File: src/hdl/sort_and_count_keys_defines.svh
// Assertion macros used by the sort_and_count_keys datapath.
`ifndef SORT_AND_COUNT_KEYS_DEFINES_SVH
`define SORT_AND_COUNT_KEYS_DEFINES_SVH

// Check a property on every clock edge outside reset.
`define SCK_ASSERT(lbl, prop, msg) \
    lbl: assert property (@(posedge clk) disable iff (!rst_n) (prop)) else $error(msg);

// Check a property on every clock edge, reset included.
`define SCK_ASSERT_ALWAYS(lbl, prop, msg) \
    lbl: assert property (@(posedge clk) (prop)) else $error(msg);

`endif

File: src/hdl/sck_pkg.sv
// Shared types and operation codes for sort_and_count_keys.
`timescale 1ns / 1ps
package sck_pkg;

    typedef logic [4:0] op_t;

    localparam op_t OP_NONE      = 5'd0;
    localparam op_t OP_CLR       = 5'd1;
    localparam op_t OP_LOAD      = 5'd2;
    localparam op_t OP_SORT_INIT = 5'd3;
    localparam op_t OP_READ_SORT = 5'd4;
    localparam op_t OP_EVAL_SORT = 5'd5;
    localparam op_t OP_SW_WA     = 5'd6;
    localparam op_t OP_SW_WB     = 5'd7;
    localparam op_t OP_SW_LA     = 5'd8;
    localparam op_t OP_SW_LB     = 5'd9;
    localparam op_t OP_NEXT_PAIR = 5'd10;
    localparam op_t OP_NEW_PASS  = 5'd11;
    localparam op_t OP_SORTED    = 5'd12;
    localparam op_t OP_SCAN_INIT = 5'd13;
    localparam op_t OP_READ_SCAN = 5'd14;
    localparam op_t OP_EVAL_SCAN = 5'd15;
    localparam op_t OP_READ_EMIT = 5'd16;
    localparam op_t OP_EMIT      = 5'd17;
    localparam op_t OP_END_MARK  = 5'd18;

    localparam logic CMD_LOAD  = 1'b0;
    localparam logic CMD_FETCH = 1'b1;

    localparam int IN_DATA_W  = 72;
    localparam int OUT_DATA_W = 80;

    typedef struct packed {
        op_t op;
    } sck_cmd_t;

    typedef struct packed {
        logic room;
        logic more_room;
        logic wlast;
        logic ne;
        logic gt;
        logic few;
        logic pair_last;
        logic swapped;
        logic sorted;
        logic at_end;
        logic scan_more;
        logic fin;
        logic out_free;
    } sck_status_t;

endpackage

File: src/hdl/sck_ctrl.sv
// Controller state machine for sort_and_count_keys.
`timescale 1ns / 1ps
module sck_ctrl (
    input  logic                clk,
    input  logic                rst_n,
    input  logic                s_tvalid,
    input  logic                s_tuser,
    input  logic                s_tlast,
    output logic                s_tready,
    input  sck_pkg::sck_status_t st,
    output sck_pkg::sck_cmd_t   cmd
);

    localparam logic [4:0] ST_CLR        = 5'd0;
    localparam logic [4:0] ST_IDLE       = 5'd1;
    localparam logic [4:0] ST_SORT_START = 5'd2;
    localparam logic [4:0] ST_CRD        = 5'd3;
    localparam logic [4:0] ST_CEV        = 5'd4;
    localparam logic [4:0] ST_SRD        = 5'd5;
    localparam logic [4:0] ST_SWA        = 5'd6;
    localparam logic [4:0] ST_SWB        = 5'd7;
    localparam logic [4:0] ST_SLA        = 5'd8;
    localparam logic [4:0] ST_SLB        = 5'd9;
    localparam logic [4:0] ST_NEXT       = 5'd10;
    localparam logic [4:0] ST_SORT_DONE  = 5'd11;
    localparam logic [4:0] ST_SCAN_START = 5'd12;
    localparam logic [4:0] ST_SC_CHK     = 5'd13;
    localparam logic [4:0] ST_SC_RD      = 5'd14;
    localparam logic [4:0] ST_SC_EV      = 5'd15;
    localparam logic [4:0] ST_EMIT_RD    = 5'd16;
    localparam logic [4:0] ST_EMIT       = 5'd17;
    localparam logic [4:0] ST_END        = 5'd18;

    logic [4:0] state_reg;
    logic [4:0] state_next;

    assign s_tready = (state_reg == ST_IDLE);

    always_comb
    begin
        state_next = state_reg;
        cmd.op     = sck_pkg::OP_NONE;
        case (state_reg)
            ST_CLR:
            begin
                if (!st.room)
                begin
                    state_next = ST_IDLE;
                end
                else
                begin
                    cmd.op = sck_pkg::OP_CLR;
                    if (st.wlast)
                    begin
                        state_next = ST_IDLE;
                    end
                end
            end
            ST_IDLE:
            begin
                if (s_tvalid)
                begin
                    if (s_tuser == sck_pkg::CMD_LOAD)
                    begin
                        cmd.op = sck_pkg::OP_LOAD;
                        if (s_tlast && st.room && st.more_room)
                        begin
                            state_next = ST_CLR;
                        end
                    end
                    else
                    begin
                        state_next = st.sorted ? ST_SCAN_START : ST_SORT_START;
                    end
                end
            end
            ST_SORT_START:
            begin
                if (st.few)
                begin
                    state_next = ST_SORT_DONE;
                end
                else
                begin
                    cmd.op     = sck_pkg::OP_SORT_INIT;
                    state_next = ST_CRD;
                end
            end
            ST_CRD:
            begin
                cmd.op     = sck_pkg::OP_READ_SORT;
                state_next = ST_CEV;
            end
            ST_CEV:
            begin
                cmd.op = sck_pkg::OP_EVAL_SORT;
                if (st.gt)
                begin
                    state_next = ST_SRD;
                end
                else if (st.ne || st.wlast)
                begin
                    state_next = ST_NEXT;
                end
                else
                begin
                    state_next = ST_CRD;
                end
            end
            ST_SRD:
            begin
                cmd.op     = sck_pkg::OP_READ_SORT;
                state_next = ST_SWA;
            end
            ST_SWA:
            begin
                cmd.op     = sck_pkg::OP_SW_WA;
                state_next = ST_SWB;
            end
            ST_SWB:
            begin
                cmd.op     = sck_pkg::OP_SW_WB;
                state_next = st.wlast ? ST_SLA : ST_SRD;
            end
            ST_SLA:
            begin
                cmd.op     = sck_pkg::OP_SW_LA;
                state_next = ST_SLB;
            end
            ST_SLB:
            begin
                cmd.op     = sck_pkg::OP_SW_LB;
                state_next = ST_NEXT;
            end
            ST_NEXT:
            begin
                if (!st.pair_last)
                begin
                    cmd.op     = sck_pkg::OP_NEXT_PAIR;
                    state_next = ST_CRD;
                end
                else if (st.swapped)
                begin
                    cmd.op     = sck_pkg::OP_NEW_PASS;
                    state_next = ST_CRD;
                end
                else
                begin
                    state_next = ST_SORT_DONE;
                end
            end
            ST_SORT_DONE:
            begin
                cmd.op     = sck_pkg::OP_SORTED;
                state_next = ST_SCAN_START;
            end
            ST_SCAN_START:
            begin
                if (st.at_end)
                begin
                    state_next = ST_END;
                end
                else
                begin
                    cmd.op     = sck_pkg::OP_SCAN_INIT;
                    state_next = ST_SC_CHK;
                end
            end
            ST_SC_CHK:
            begin
                state_next = st.scan_more ? ST_SC_RD : ST_EMIT_RD;
            end
            ST_SC_RD:
            begin
                cmd.op     = sck_pkg::OP_READ_SCAN;
                state_next = ST_SC_EV;
            end
            ST_SC_EV:
            begin
                cmd.op = sck_pkg::OP_EVAL_SCAN;
                if (st.ne)
                begin
                    state_next = ST_EMIT_RD;
                end
                else if (st.wlast)
                begin
                    state_next = ST_SC_CHK;
                end
                else
                begin
                    state_next = ST_SC_RD;
                end
            end
            ST_EMIT_RD:
            begin
                cmd.op     = sck_pkg::OP_READ_EMIT;
                state_next = ST_EMIT;
            end
            ST_EMIT:
            begin
                if (st.out_free)
                begin
                    cmd.op     = sck_pkg::OP_EMIT;
                    state_next = st.fin ? ST_IDLE : ST_EMIT_RD;
                end
            end
            ST_END:
            begin
                if (st.out_free)
                begin
                    cmd.op     = sck_pkg::OP_END_MARK;
                    state_next = ST_IDLE;
                end
            end
            default:
            begin
                state_next = ST_IDLE;
            end
        endcase
    end

    always_ff @(posedge clk or negedge rst_n)
    begin
        if (!rst_n)
        begin
            state_reg <= ST_CLR;
        end
        else
        begin
            state_reg <= state_next;
        end
    end

endmodule

File: config.mk
export PLATFORM = sky130hd
export DESIGN_NAME = sck_ctrl
export DESIGN_NICKNAME = d
export VERILOG_FILES = /design/src/hdl/sort_and_count_keys_defines.svh /design/src/hdl/sck_pkg.sv /design/src/hdl/sck_ctrl.sv
export SDC_FILE = /design/constraint.sdc
export NUM_CORES = 1
export LEC_CHECK = 0
export ABC_AREA = 1
export BUFFER_PORTS_ARGS = -buffer_cell sky130_fd_sc_hd__buf_2
export CORE_MARGIN = 5
export CORE_UTILIZATION = 45
export DETAILED_ROUTE_END_ITERATION = 7
export PLACE_DENSITY = 0.81
export SYNTH_ARGS = -nofsm -noshare
export SYNTH_HDL_FRONTEND = slang
export SYNTH_SLANG_ARGS = --single-unit
File: constraint.sdc
create_clock -name clk -period 1.4 [get_ports clk]
set_clock_uncertainty 0.15 [all_clocks]
set_input_delay 0 -clock clk [delete_from_list [all_inputs] [get_ports clk]]
set_output_delay 0 -clock clk [all_outputs]
set_load 0.05 [all_outputs]
## After elaboration in Yosys (flattened, before gate mapping)

Index checks and enable logic that the tools add are counted.

| operators by class | value |
|---|---|
| reductions and logical operators | 6 |
| equality and inequality tests | 23 |
| muxes and demuxes | 30 |

Operators by type and width:

| kind | number |
|---|---|
| $pmux W5 S19 | 1 |
| $pmux W5 S17 | 1 |
| $mux W5 | 13 |
| $eq A5 B4 Y1 const B | 8 |
| $mux W4 | 10 |
| $eq A5 B3 Y1 const B | 4 |
| $eq A5 B5 Y1 const B | 3 |
| $eq A5 B2 Y1 const B | 2 |
| $mux W2 | 4 |
| $ne A2 B2 Y1 const B | 3 |
| $eq A5 B1 Y1 const B | 1 |
| $logic_not A5 Y1 | 1 |
| $reduce_and A5 Y1 | 1 |
| $ne A3 B2 Y1 const B | 1 |
| $ne A3 B3 Y1 const B | 1 |
| $logic_and A1 B1 Y1 | 2 |
| $reduce_or A2 Y1 | 1 |
| $logic_or A1 B1 Y1 | 1 |
| $mux W1 | 1 |

| storage, ports and cells | value |
|---|---|
| flip-flop bits (word level) | 5 |

## Depth between registers and ports, before layout

Gate-level depths: netlist (run 1).

| depth | value |
|---|---|
| depth in word-level cells | 6 |
| mapped depth | 12 |
| depth with buffers taken out | 11 |

## Least setup slack after synthesis (run 1)

OpenSTA, ideal clock, no wires.

| path | value |
|---|---|
| kind | register to output |
| start point | reg state_reg[0] |
| end point | out cmd[1] in the netlist's numbering |
| data required time | 1.250 ns |
| path buffers | 1 |
| stages on the path, launching flop included | 7 |
| path slack | -0.458 ns |
| arrival time | 1.708 ns |
| path through | dfrtp_1 -> buf_6 -> inv_4 -> nand2_2 -> nor2_2 -> nand2_1 -> o2111ai_1 |

RTL lines:

| item | line | source |
|---|---|---|
| from (decl) | sck_ctrl.sv:34 | `logic [4:0] state_reg;` |
| from (signal assigned) | sck_ctrl.sv:230 | `state_reg <= state_next;` |
| to (decl) | sck_ctrl.sv:11 | `output sck_pkg::sck_cmd_t cmd` |

==> results of run 1 <==
-- power breakdown --
group	total [mW]	switching [mW]	internal, mW
Clock	0.191	0.0861	0.105
Sequential	0.306	0.0978	0.209
Combinational	2.97	1.77	1.20
Total	3.46	1.95	1.51
-- metrics by stage --
| stage | cell area, um2 | utilization [%] | total power [mW] |
|---|---|---|---|
| after CTS | 1450 | 82.2 | 2.91 |
| after global routing | 1570 | 88.7 | 3.61 |
| after floorplan | 888 | - | 1.62 |
| after detailed placement | 1220 | 69.3 | 2.38 |
| after global placement | 1220 | 69.3 | 2.36 |
| final | 1570 | 88.7 | 3.46 |
-- kinds of logic (layout without fill, tap and decap cells) --
family | count (synthesis) | in the layout | synth area share, %
buf+inv | 24 | 96 | 12.6
flops | 5 | 5 | 14.6
compound gates | 18 | 18 | 12.6
simple gates | 108 | 108 | 60.3
-- worst register-to-register path: cells and delay by family, from the launching register on --
kind | cells | cell delay (ns)
flops | 1 | 0.45
simple gates | 9 | 0.84
buf+inv | 3 | 0.37
-- layout by cell type (no fill, tap or decap) --
| master | n |
|---|---|
| a21oi_1 | 5 |
| a21oi_2 | 3 |
| a22oi_2 | 1 |
| buf_2 | 17 |
| buf_4 | 36 |
| buf_6 | 13 |
| clkbuf_4 | 3 |
| clkinv_2 | 1 |
| dfrtp_1 | 2 |
| dfrtp_2 | 3 |
| dlygate4sd3_1 | 4 |
| inv_1 | 13 |
| inv_2 | 6 |
| inv_4 | 2 |
| inv_8 | 1 |
| nand2_1 | 37 |
| nand2_2 | 5 |
| nand2_4 | 2 |
| nand2_8 | 1 |
| nand3_1 | 13 |
| nand3_2 | 1 |
| nand3_4 | 2 |
| nand4_1 | 8 |
| nor2_1 | 21 |
| nor2_2 | 5 |
| nor2_4 | 7 |
| nor3_1 | 4 |
| nor3_4 | 1 |
| nor3b_2 | 1 |
| o2111ai_1 | 1 |
| o2111ai_2 | 1 |
| o211ai_1 | 1 |
| o21ai_0 | 3 |
| o21ai_1 | 1 |
| o21ai_2 | 1 |
| o22ai_1 | 1 |
-- repair_timing --
item	CTS	global route
endpoints found under the hold margin	7	0
hold buffers	4	0
gates resized for setup	24	25
pin swaps	10	11
cloned	0	0
buffers inserted	10	5
setup endpoints to repair	11	11
-- area by class of cell --
cell class,instances,area [um2]
Timing Repair Buffer,70,542
Multi-Input combinational cell,126,741
Fill cell,96,199
Clock buffer,3,22.5
Sequential cell,5,129
Inverter,22,95.1
Clock inverter,1,5.00
Tap cell,25,31.3
-- path summary, 6_finish.rpt --
path                              start            to  slack [ns]  cells after the start
setup / recovery           state_reg[3]        cmd[0]       -0.57                      7
hold / removal                    st[9]  state_reg[4]       0.008                      5
setup reg to reg           state_reg[0]  state_reg[0]       -0.52                     12
hold reg to reg            state_reg[3]  state_reg[1]        0.78                      6
max in group asynchronous         rst_n  state_reg[1]        0.34                      3
min in group asynchronous         rst_n  state_reg[3]        0.52                      3
-- routing by layer --
| layer | share of wire [%] | up-vias | routed length, um |
|---|---|---|---|
| met3 | 13 | 47 | 655 |
| met4 | 7.8 | 0 | 398 |
| met5 | 0 | - | 0 |
| met2 | 44 | 150 | 2240 |
| met1 | 35 | 707 | 1810 |
| li1 | - | 657 | - |
==> results.md, run 1 <==
* Outcome: finished, violations left
* Violated checks: setup timing
* Via count at 1,561
* Routing usage on met1 at between 30% and 40%
* Placer Congestion at 1.03
* First-pass GRT wire length at 6190 um
* Initial antenna violation count at 0
* TritonCTS clock tree: yes
* Setup crit end kind: primary output
* Core Area at between 1500 and 2000 um2
* Post-route DRC at 0
* Max reg flops at 5
* Syn Inst Count at 155
* Synth warnings at 0
* Setup Crit Path Kind: flip-flop to primary output
* Post-synth top area share at between 10% and 20%
* Root buffer cell: clkbuf_4
* Top-count cell post-synth: nand2_1
* Max incr delay on CP at approximately 0.42 ns
* Routed Antenna Nets at 0
* Clock Tree Buf Depth at 2
* Row count at 15
* Post-route clock period utilization at 141%
* Port buffer count at 23
* Number of diodes at 0
* Initial DRC Count at 151
* CP Cell Sequence: buf_6 -> nor2_4 -> inv_2 -> nor3b_2 -> nor3_1 -> nand4_1 -> buf_6
* Initial Util at 48.6%
* Post-Syn Area at 857 um2
* Pwr dens at 2210 nW/um2
* WL/cell at around 20 um
* Post-synth EDFFs at 0
* Sequential-to-total area share from yosys stat at 14.6%
* Max rail drop VDD at 1.55 mV
* Tmin final at 1.97 ns
* Syn_area_per_cell at 5.53 um2
* H-tree levels at 1
* Post-Route Setup TNS at -5.28 ns
* Width of the die at approximately 54 um
* Ranking of synthesized cells by area: nand2_1, dfrtp_1, nor2_1, inv_1, nand3_1
* Total CTS buffers at 3
* Pre-CTS setup slack at -0.376 ns
* Syn_nets at 173
* Leading area contributor after synthesis: nand2_1
* Max-slew headroom at the worst pin at 78.0%
* Worst path arrival time at 1.82 ns
* GRT met3 Usage at under 10%
* Fin Hold WS at 0.00837 ns
* Crit-path slowest cell: dfrtp_1
* Worst-Margin Slew at approximately 0.33 ns
* Final setup viols at 11
* Via density at 6.19
* Min setup slack post-route at -0.571 ns
* Startpoint Class: flip-flop
* Max Slew Vio Count at 0
* Global route total overflow at 0
* Leak at approximately 0.84 nW
* Final #Nets at 246
* Synth-to-layout area growth at 82.6%
* Placed Cells incl. Taps at 229
* # IOs at 24
* Crit Path Max Fanout at 4
* CP bufs+invs at 3
* Largest net degree at the start of global routing at 7
* Vias in the first global route at 1,419
* Finished Layout Cells at 252
* CP top delay family: simple AND/OR/NAND/NOR gates
* Yosys reg bits at 5
* FMAX at slightly above 500 MHz
* Hold Fails Final Rpt at 0
* Cell mode on critical path: buf_6
* Ys flop type: dfrtp_1
* Layout cells sized above 1 at between 40 and 50%
* DR pass1 iterations at 5
* Die area at 2880 um2
* Post-DP HPWL at 2710 um
* Ys async rst share at 100%
* Hold Path Class: input pin to flip-flop
* Commonest cells post-synth: nand2_1, nor2_1, inv_1
* Clock insertion delay at the later pin of the skew report at approximately 0.26 ns
* Total GRT Usage at 29.9%
* Met2 Resource Use GR at between 50% and 60%
* Die H at 53.6 um
* DRT Wirelength at 5110 um
* Required time of the critical path at approximately 1.3 ns
* CTS sink count at 5
* Clk slew on worst S/H paths at 0.06 ns
* Netlist cell types at 25
* Max_cap viols at 0
* RSZ-0062 raised after global routing: yes
* GRT busiest layer: met2
(Power assumes the default switching activity.)
==> inputs of run 2 (changes only) <==
--- a/config.mk
+++ b/config.mk
@@ -11,6 +11,7 @@
 export CORE_UTILIZATION = 45
 export DETAILED_ROUTE_END_ITERATION = 7
 export PLACE_DENSITY = 0.81
+export REMOVE_ABC_BUFFERS = 1
 export SYNTH_ARGS = -nofsm -noshare
 export SYNTH_HDL_FRONTEND = slang
 export SYNTH_SLANG_ARGS = --single-unit
==> results.md, run 2 (synthesis gave the netlist of run 1 again) <==
* Outcome: finished, violations left (unchanged)
* Violated checks: setup timing (unchanged)
* H-tree levels at 1 (unchanged)
* Most frequent cells in the layout: nand2_1, buf_4, nor2_1 (unchanged)
* DRT Wirelength at 4640 um (was 5110 um)
* First-pass GRT wire length at 6170 um (was 6190 um)
* Hold Crit Depth at 4 (was 5)
* DP Area at 1170 um2 (was 1220 um2)
* Final #Nets at 241 (was 246)
* Max reg flops at 5 (unchanged)
* CP bufs+invs at 2 (was 3)
* Setup crit end kind: primary output (unchanged)
* Crit-path slowest cell: dfrtp_2 (was dfrtp_1)
* TritonCTS clock tree: yes (unchanged)
* Worst path arrival time at 1.77 ns (was 1.82 ns)
* Die H at 53.6 um (unchanged)
* Setup Crit Path Kind: flip-flop to primary output (unchanged)
* R2R cell count at 9 (was 12)
* Finished Layout Cells at 247 (was 252)
* Routed Antenna Nets at 0 (unchanged)
* Global route total overflow at 0 (unchanged)
* Initial Util at 48.6% (unchanged)
* Post-DP HPWL at 2620 um (was 2710 um)
* Post-route DRC at 0 (unchanged)
* Placer Congestion at 1.02 (was 1.03)
* Vias in the first global route at 1,363 (was 1,419)
* CP Cell Sequence: inv_2 -> nand2_4 -> nor2_1 -> nand2_1 -> nand4_1 -> buf_6 (was buf_6 -> nor2_4 -> inv_2 -> nor3b_2 -> nor3_1 -> nand4_1 -> buf_6)
* Initial antenna violation count at 0 (unchanged)
* Pwr dens at 2160 nW/um2 (was 2210 nW/um2)
* Total CTS buffers at 3 (unchanged)
* Leak at 0.822 nW (was 0.838 nW)
* Hold Fails Final Rpt at 0 (unchanged)
* Via count at 1,496 (was 1,561)
* Clk slew on worst S/H paths at 0.04 ns (was 0.06 ns)
* Worst-Margin Slew at 0.352 ns (was 0.328 ns)
* Clock Tree Buf Depth at 2 (unchanged)
* Most common cell after layout, fill and taps aside: nand2_1 (unchanged)
* Post-route clock period utilization at 137% (was 141%)
* Synth-to-layout area growth at 82.3% (was 82.6%)
* Max_cap viols at 0 (unchanged)
* CP top delay family: simple AND/OR/NAND/NOR gates (unchanged)
* Initial DRC Count at 191 (was 151)
* Layout cells sized above 1 at 52.3% (was 49.8%)
* WL/cell at 18.8 um (was 20.3 um)
* Max-slew headroom at the worst pin at 76.5% (was 78.0%)
* FMAX at 520 MHz (was 507 MHz)
* Design area at 1560 um2 (was 1570 um2)
* Root buffer cell: clkbuf_4 (unchanged)
* CP Depth at 6 (was 7)
* Filler instances at 90 (was 96)
* Port buffer count at 23 (unchanged)
* Final setup viols at 11 (unchanged)
* Post-Route Setup TNS at -4.49 ns (was -5.28 ns)
* Largest net degree at the start of global routing at 9 (was 7)
* DR pass1 iterations at 7 (was 5)
* Total GRT Usage at 29.8% (was 29.9%)
* Startpoint Class: flip-flop (unchanged)
* Max Slew Vio Count at 0 (unchanged)
* Min setup slack post-route at -0.522 ns (was -0.571 ns)
* Core Area at 1760 um2 (unchanged)
* Max incr delay on CP at 0.49 ns (was 0.42 ns)
* Hold Path Class: input pin to flip-flop (unchanged)
* Width of the die at 53.6 um (unchanged)
* Crit Path Max Fanout at 8 (was 4)
* Row count at 15 (unchanged)
* Die area at 2880 um2 (unchanged)
* Required time of the critical path at 1.25 ns (about the same)
* Clock insertion delay at the later pin of the skew report at 0.25 ns (was 0.26 ns)
* RSZ-0062 raised after global routing: yes (unchanged)
* Tmin final at 1.92 ns (was 1.97 ns)
* Via density at 6.06 (was 6.19)
* Number of diodes at 0 (unchanged)
* Max rail drop VDD at 1.62 mV (was 1.55 mV)
* Placed Cells incl. Taps at 225 (was 229)
* # IOs at 24 (unchanged)
* CTS sink count at 5 (unchanged)
[run 2: cell count changes in the layout (fill, tap and decap cells not counted), moves of 2 or more]
| cell | before | now |
|---|---|---|
| nand3_2 | 1 | 4 |
| nand2_4 | 2 | 4 |
| nor3_1 | 4 | 0 |
| nor3_2 | 0 | 4 |
| nand3_1 | 13 | 11 |
| buf_6 | 13 | 8 |
[run 2: worst paths after layout]
path / endpoint / from / slack, ns
worst max-delay path: cmd[3] / state_reg[1] / -0.52
worst min-delay path: state_reg[4] / st[2] / 0.05
worst max register to register: state_reg[1] / state_reg[1] / -0.44
worst min register to register: state_reg[0] / state_reg[0] / 0.74
max in group asynchronous: state_reg[1] / rst_n / 0.33
min in group asynchronous: state_reg[3] / rst_n / 0.55
[run 2: layout make-up]
class                   instances  area [um2]  share of cell area, %
flip-flops and latches          5         130                   8.33
well taps                      25        31.3                   2.00
clock buffers                   4        26.3                   1.68
inverters                      22        88.8                   5.68
multi-input cells             126         783                   50.1
repair buffers                 65         503                   32.2
[run 2: report_power, final]
| group | internal, mW | leakage (nW) | switching [mW] | total (mW) |
|---|---|---|---|---|
| combinational | 1.15 | 0.747 | 1.70 | 2.86 |
| sequential | 0.212 | 0.0596 | 0.133 | 0.345 |
| clock | 0.108 | 0.0150 | 0.0594 | 0.167 |
[run 2: layer usage]
metal	GRT usage (%)	wire length [um]	vias to the layer above	part of all wire (%)
met3	5.54	574	46	12
met5	0	0	-	0
met4	20.9	369	0	8.0
met2	49.6	2020	154	44
li1	-	-	648	-
met1	34.2	1670	648	36
[run 2: through the flow]
stage / power, mW / hold WS (ns) / utilization, % / worst slack (ns)
after floorplan: 1.50 / -0.446 / - / -0.520
after global placement: 2.23 / -0.337 / 66.5 / -0.348
after detailed placement: 2.26 / -0.333 / 66.5 / -0.350
after CTS: 2.94 / 0.0178 / 81.0 / -0.368
after global routing: 3.51 / 0.0414 / 88.6 / -0.525
final: 3.37 / 0.0496 / 88.6 / -0.522
[run 2: what timing repair did]
| item | 4_1_cts | 5_1_grt |
|---|---|---|
| endpoints found under the hold margin | 6 | 0 |
| endpoints found under the setup margin | 11 | 11 |
| pin swaps | 9 | 13 |
| setup buffers | 9 | 6 |
| hold buffers | 3 | 0 |
| resized for setup | 41 | 23 |
[run 2: worst reg2reg max path: stages (launching register included)]
cell and delay [ns]:
dfrtp_2 0.49, inv_2 0.14, nand2_4 0.08, nor2_1 0.29, nand2_1 0.19, nand2_1 0.12, nor2_1 0.07, nand3_1 0.13
nand2_2 0.05, nand2_1 0.06
==> inputs of run 3 (changes only) <==
--- a/config.mk
+++ b/config.mk
@@ -6,11 +6,11 @@
 export NUM_CORES = 1
 export LEC_CHECK = 0
 export ABC_AREA = 1
-export BUFFER_PORTS_ARGS = -buffer_cell sky130_fd_sc_hd__buf_2
 export CORE_MARGIN = 5
 export CORE_UTILIZATION = 45
 export DETAILED_ROUTE_END_ITERATION = 7
-export PLACE_DENSITY = 0.81
+export DONT_BUFFER_PORTS = 1
+export PLACE_DENSITY = 0.7
 export REMOVE_ABC_BUFFERS = 1
 export SYNTH_ARGS = -nofsm -noshare
 export SYNTH_HDL_FRONTEND = slang
==> results.md, run 3 <==
* Outcome: stopped before the end (was finished, violations left)
* Stopped at: global routing
* Err: [ERROR DPL-0033] detailed placement checks failed during check placement.
* Yosys reg bits at 5 (unchanged)
* Syn Inst Count at 155 (unchanged)
* Leading area contributor after synthesis: nand2_1 (unchanged)
* Pre-CTS setup slack at -0.380 ns (was -0.350 ns)
* Worst endpoint, post-GRT repair: cmd[0]
* Kind of the worst endpoint: top-level output
* CTS sink count at 5 (unchanged)
* Root buffer cell: clkbuf_4 (unchanged)
* Ranking of synthesized cells by area: nand2_1, dfrtp_1, nor2_1, inv_1, nand3_1 (unchanged)
* Post-synth top area share at 18.8% (unchanged)
* Synth warnings at 0 (unchanged)
* Top-count cell post-synth: nand2_1 (unchanged)
* Main combinational cell family by area after synthesis: simple AND/OR/NAND/NOR gates (unchanged)
* Total CTS buffers at 3 (unchanged)
* Initial antenna violation count at 0
* Synth Area in Simple Gates at 60.3% (unchanged)
* Sequential-to-total area share from yosys stat at 14.6% (unchanged)
* Post-synthesis adder-cell area fraction at 0% (unchanged)
* Ys flop type: dfrtp_1 (unchanged)
* Placer Congestion at 1.07 (was 1.02)
* Synth Area in Compound Gates at 12.6% (unchanged)
* Width of the die at 53.6 um (unchanged)
* Initial Util at 48.6% (unchanged)
* Post-DP HPWL at 2760 um (was 2620 um)
* Largest net degree at the start of global routing at 7
* Post-synth EDFFs at 0 (unchanged)
* Post-Synth XOR/XNOR Area at 0% (unchanged)
* H-tree levels at 1 (unchanged)
* DP Area at 1170 um2 (about the same)
* # IOs at 24 (unchanged)
* Netlist cell types at 25 (unchanged)
* Row count at 15 (unchanged)
* Commonest cells post-synth: nand2_1, nor2_1, inv_1 (unchanged)
* Port buffer count at 0 (was 23)
* Syn_area_per_cell at 5.53 um2 (unchanged)
* Mux cell area share after synthesis at 0% (unchanged)
* Clock Tree Buf Depth at 2 (unchanged)
* Ys async rst share at 100% (unchanged)
* Post-Syn Area at 857 um2 (unchanged)
* Die H at 53.6 um (unchanged)
-- run 3: what timing repair did --
action                                  CTS
endpoints found under the setup margin   11
hold endpoints to repair                 10
buffers inserted                          9
hold buffers                             10
pin swaps                                11
resized for setup                        34
-- run 3: logic make-up after synthesis --
logic type | after synthesis
buffers and inverters | 24
AO/OA/AOI/OAI | 18
AND/OR/NAND/NOR | 108
flip-flops | 5
-- run 3: stage by stage --
stage / hold WS (ns) / util, % / std cells
4_1_cts: 0.00169 / 84.0 / 240
3_5_place_dp: -0.445 / 66.4 / 217
3_3_place_gp: -0.445 / 66.4 / 217
2_1_floorplan: -0.446 / - / 153
==> inputs of run 4 (changes only) <==
--- a/config.mk
+++ b/config.mk
@@ -6,11 +6,11 @@
 export NUM_CORES = 1
 export LEC_CHECK = 0
 export ABC_AREA = 1
-export CORE_MARGIN = 5
-export CORE_UTILIZATION = 45
+export CORE_AREA = 5 5 66 68
 export DETAILED_ROUTE_END_ITERATION = 7
+export DIE_AREA = 0 0 71 73
 export DONT_BUFFER_PORTS = 1
-export PLACE_DENSITY = 0.7
+export PLACE_DENSITY_LB_ADDON = 0.15
 export REMOVE_ABC_BUFFERS = 1
 export SYNTH_ARGS = -nofsm -noshare
 export SYNTH_HDL_FRONTEND = slang
==> constraint.sdc (replaced) <==
create_clock -name clk -period 1.8 [get_ports clk]
set_clock_uncertainty 0.15 [all_clocks]
set_input_delay 0 -clock clk [delete_from_list [all_inputs] [get_ports clk]]
set_output_delay 0 -clock clk [all_outputs]
set_load 0.05 [all_outputs]
==> results.md, run 4 (synthesis gave the netlist of run 1 again) <==
* Worst-Margin Slew at 0.262 ns
* Top Layer Used: met4
* Final setup viols at 0
* Crit Path Max Fanout at 4
* Post-Route Setup TNS at 0 ns
* # IOs at 24 (unchanged)
* TritonCTS clock tree: yes
* DRT Wirelength at 3440 um
* Port buffer count at 0 (unchanged)
* Most common cell after layout, fill and taps aside: nand2_1
* CTS sink count at 5 (unchanged)
* Filler instances at 454
* Max-slew headroom at the worst pin at 82.4%
* Max Slew Vio Count at 0
* Max reg flops at 5
* Width of the die at 71 um (was 53.6 um)
* DR WL met3 at approximately 180 um
* RSZ-0062 raised after global routing: yes
* Hold Path Class: input pin to flip-flop
* First-pass GRT wire length at between 5000 and 6000 um
* Hold Crit Depth at 5
* Pre-CTS setup slack at 0.0175 ns (was -0.380 ns)
* FMAX at 561 MHz
* Finished Core Util at 34.1%
* WL/cell at about 14 um
* Register Area at 130 um2
* R2R cell count at 9
* Max rail drop VDD at 0.473 mV
* Final #Nets at 208
* Max_cap viols at 0
* Most frequent cells in the layout: nand2_1, nor2_1, buf_4
* Die H at 73 um (was 53.6 um)
* Clock insertion delay at the later pin of the skew report at 0.22 ns
* Worst path arrival time at between 1.5 and 2 ns
* Pwr dens at between 1500 and 2000 nW/um2
* Min setup slack post-route at between 0.015 and 0.02 ns
* Initial DRC Count at 38
* Layout cells sized above 1 at 32.3%
* Routed Antenna Nets at 0
* Placer Congestion at 0.841 (was 1.07)
* Number of diodes at 0
* Root buffer cell: clkbuf_8 (was clkbuf_4)
* Die area at 5180 um2
* Post-route DRC at 0
* Tmin final at about 1.8 ns
* Post-DP HPWL at 2850 um (was 2760 um)
* Hold Fails Final Rpt at 1
* Violated checks: hold timing
* Vias in the first global route at 1,143
* Fin Hold WS at -0.00316 ns
* Via density at approximately 4.8
* Required time of the critical path at ~1.7 ns
* Clock Tree Buf Depth at 2 (unchanged)
* Outcome: finished, violations left (was stopped before the end)
* Post-route clock period utilization at 99.1%
* Overall power at 2.17 mW
* Startpoint Class: flip-flop
* Core Area at 3800 um2
* Synth-to-layout area growth at 51.2%
* DR pass1 iterations at 4
* Clk slew on worst S/H paths at 0.04 ns
* Setup crit end kind: primary output
* Global route total overflow at 0
* M1 wire length at 1490 um
* Total GRT Usage at around an eighth
* Total CTS buffers at 3 (unchanged)
* Initial antenna violation count at 0
* Multi-input gate area at 682 um2
* Via count at 1,137
* Setup Crit Path Kind: flip-flop to primary output
* Leak at 0.653 nW
* Metal2 WL at 1760 um
* H-tree levels at 1 (unchanged)
* Initial Util at 22.6% (was 48.6%)
* Largest net degree at the start of global routing at 9
* Row count at 23 (was 15)
==> run 4: final cells by class <==
type	instances	share of cell area, %
inverter	22	6.56
sequential	5	10.0
multi-input combinational	126	52.6
timing repair buffer	32	22.5
clock buffer	4	3.47
tap	50	4.83
==> run 4: path summary, 6_finish.rpt <==
check	from	end	slack, ns
max in group asynchronous	rst_n	state_reg[1]	0.82
worst max-delay path	state_reg[0]	cmd[0]	0.02
worst min register to register	state_reg[0]	state_reg[0]	0.67
worst min-delay path	st[10]	state_reg[1]	-0.003
min in group asynchronous	rst_n	state_reg[0]	0.46
worst max register to register	state_reg[1]	state_reg[1]	0.10
==> run 4: metal layers <==
layer | track usage (%) | up-vias
met3 | 2.07 | 2
met4 | 4.59 | 0
met2 | 24.0 | 34
met5 | 0 | -
li1 | - | 576
met1 | 16.0 | 525
==> run 4: repair_timing <==
action / in CTS / in global routing
pin swaps: 3 / 8
buffers inserted: 2 / 8
endpoints found under the hold margin: 8 / 0
gates resized for setup: 9 / 15
hold buffers: 6 / 0
setup endpoints to repair: 6 / 8
==> run 4: worst max-delay path: stages, from the launching register on <==
cell and delay, ns:
dfrtp_2 0.45, buf_12 0.15, nor2_4 0.11, buf_6 0.13, nand3_4 0.08, nor2_4 0.13
a21oi_1 0.08, nand4_1 0.13, buf_6 0.17
==> run 4: where the power goes <==
group / internal, mW / switching, mW / leakage (nW)
sequential: 0.165 / 0.0893 / 0.0596
combinational: 0.673 / 1.03 / 0.571
clock: 0.152 / 0.0572 / 0.0228
==> run 4: metrics by stage <==
| step | cell area [um2] | cells |
|---|---|---|
| after detailed placement | 1030 | 219 |
| after global placement | 1030 | 219 |
| after global routing | 1300 | 239 |
| final | 1300 | 239 |
| after CTS | 1200 | 231 |
| after floorplan | 835 | 153 |
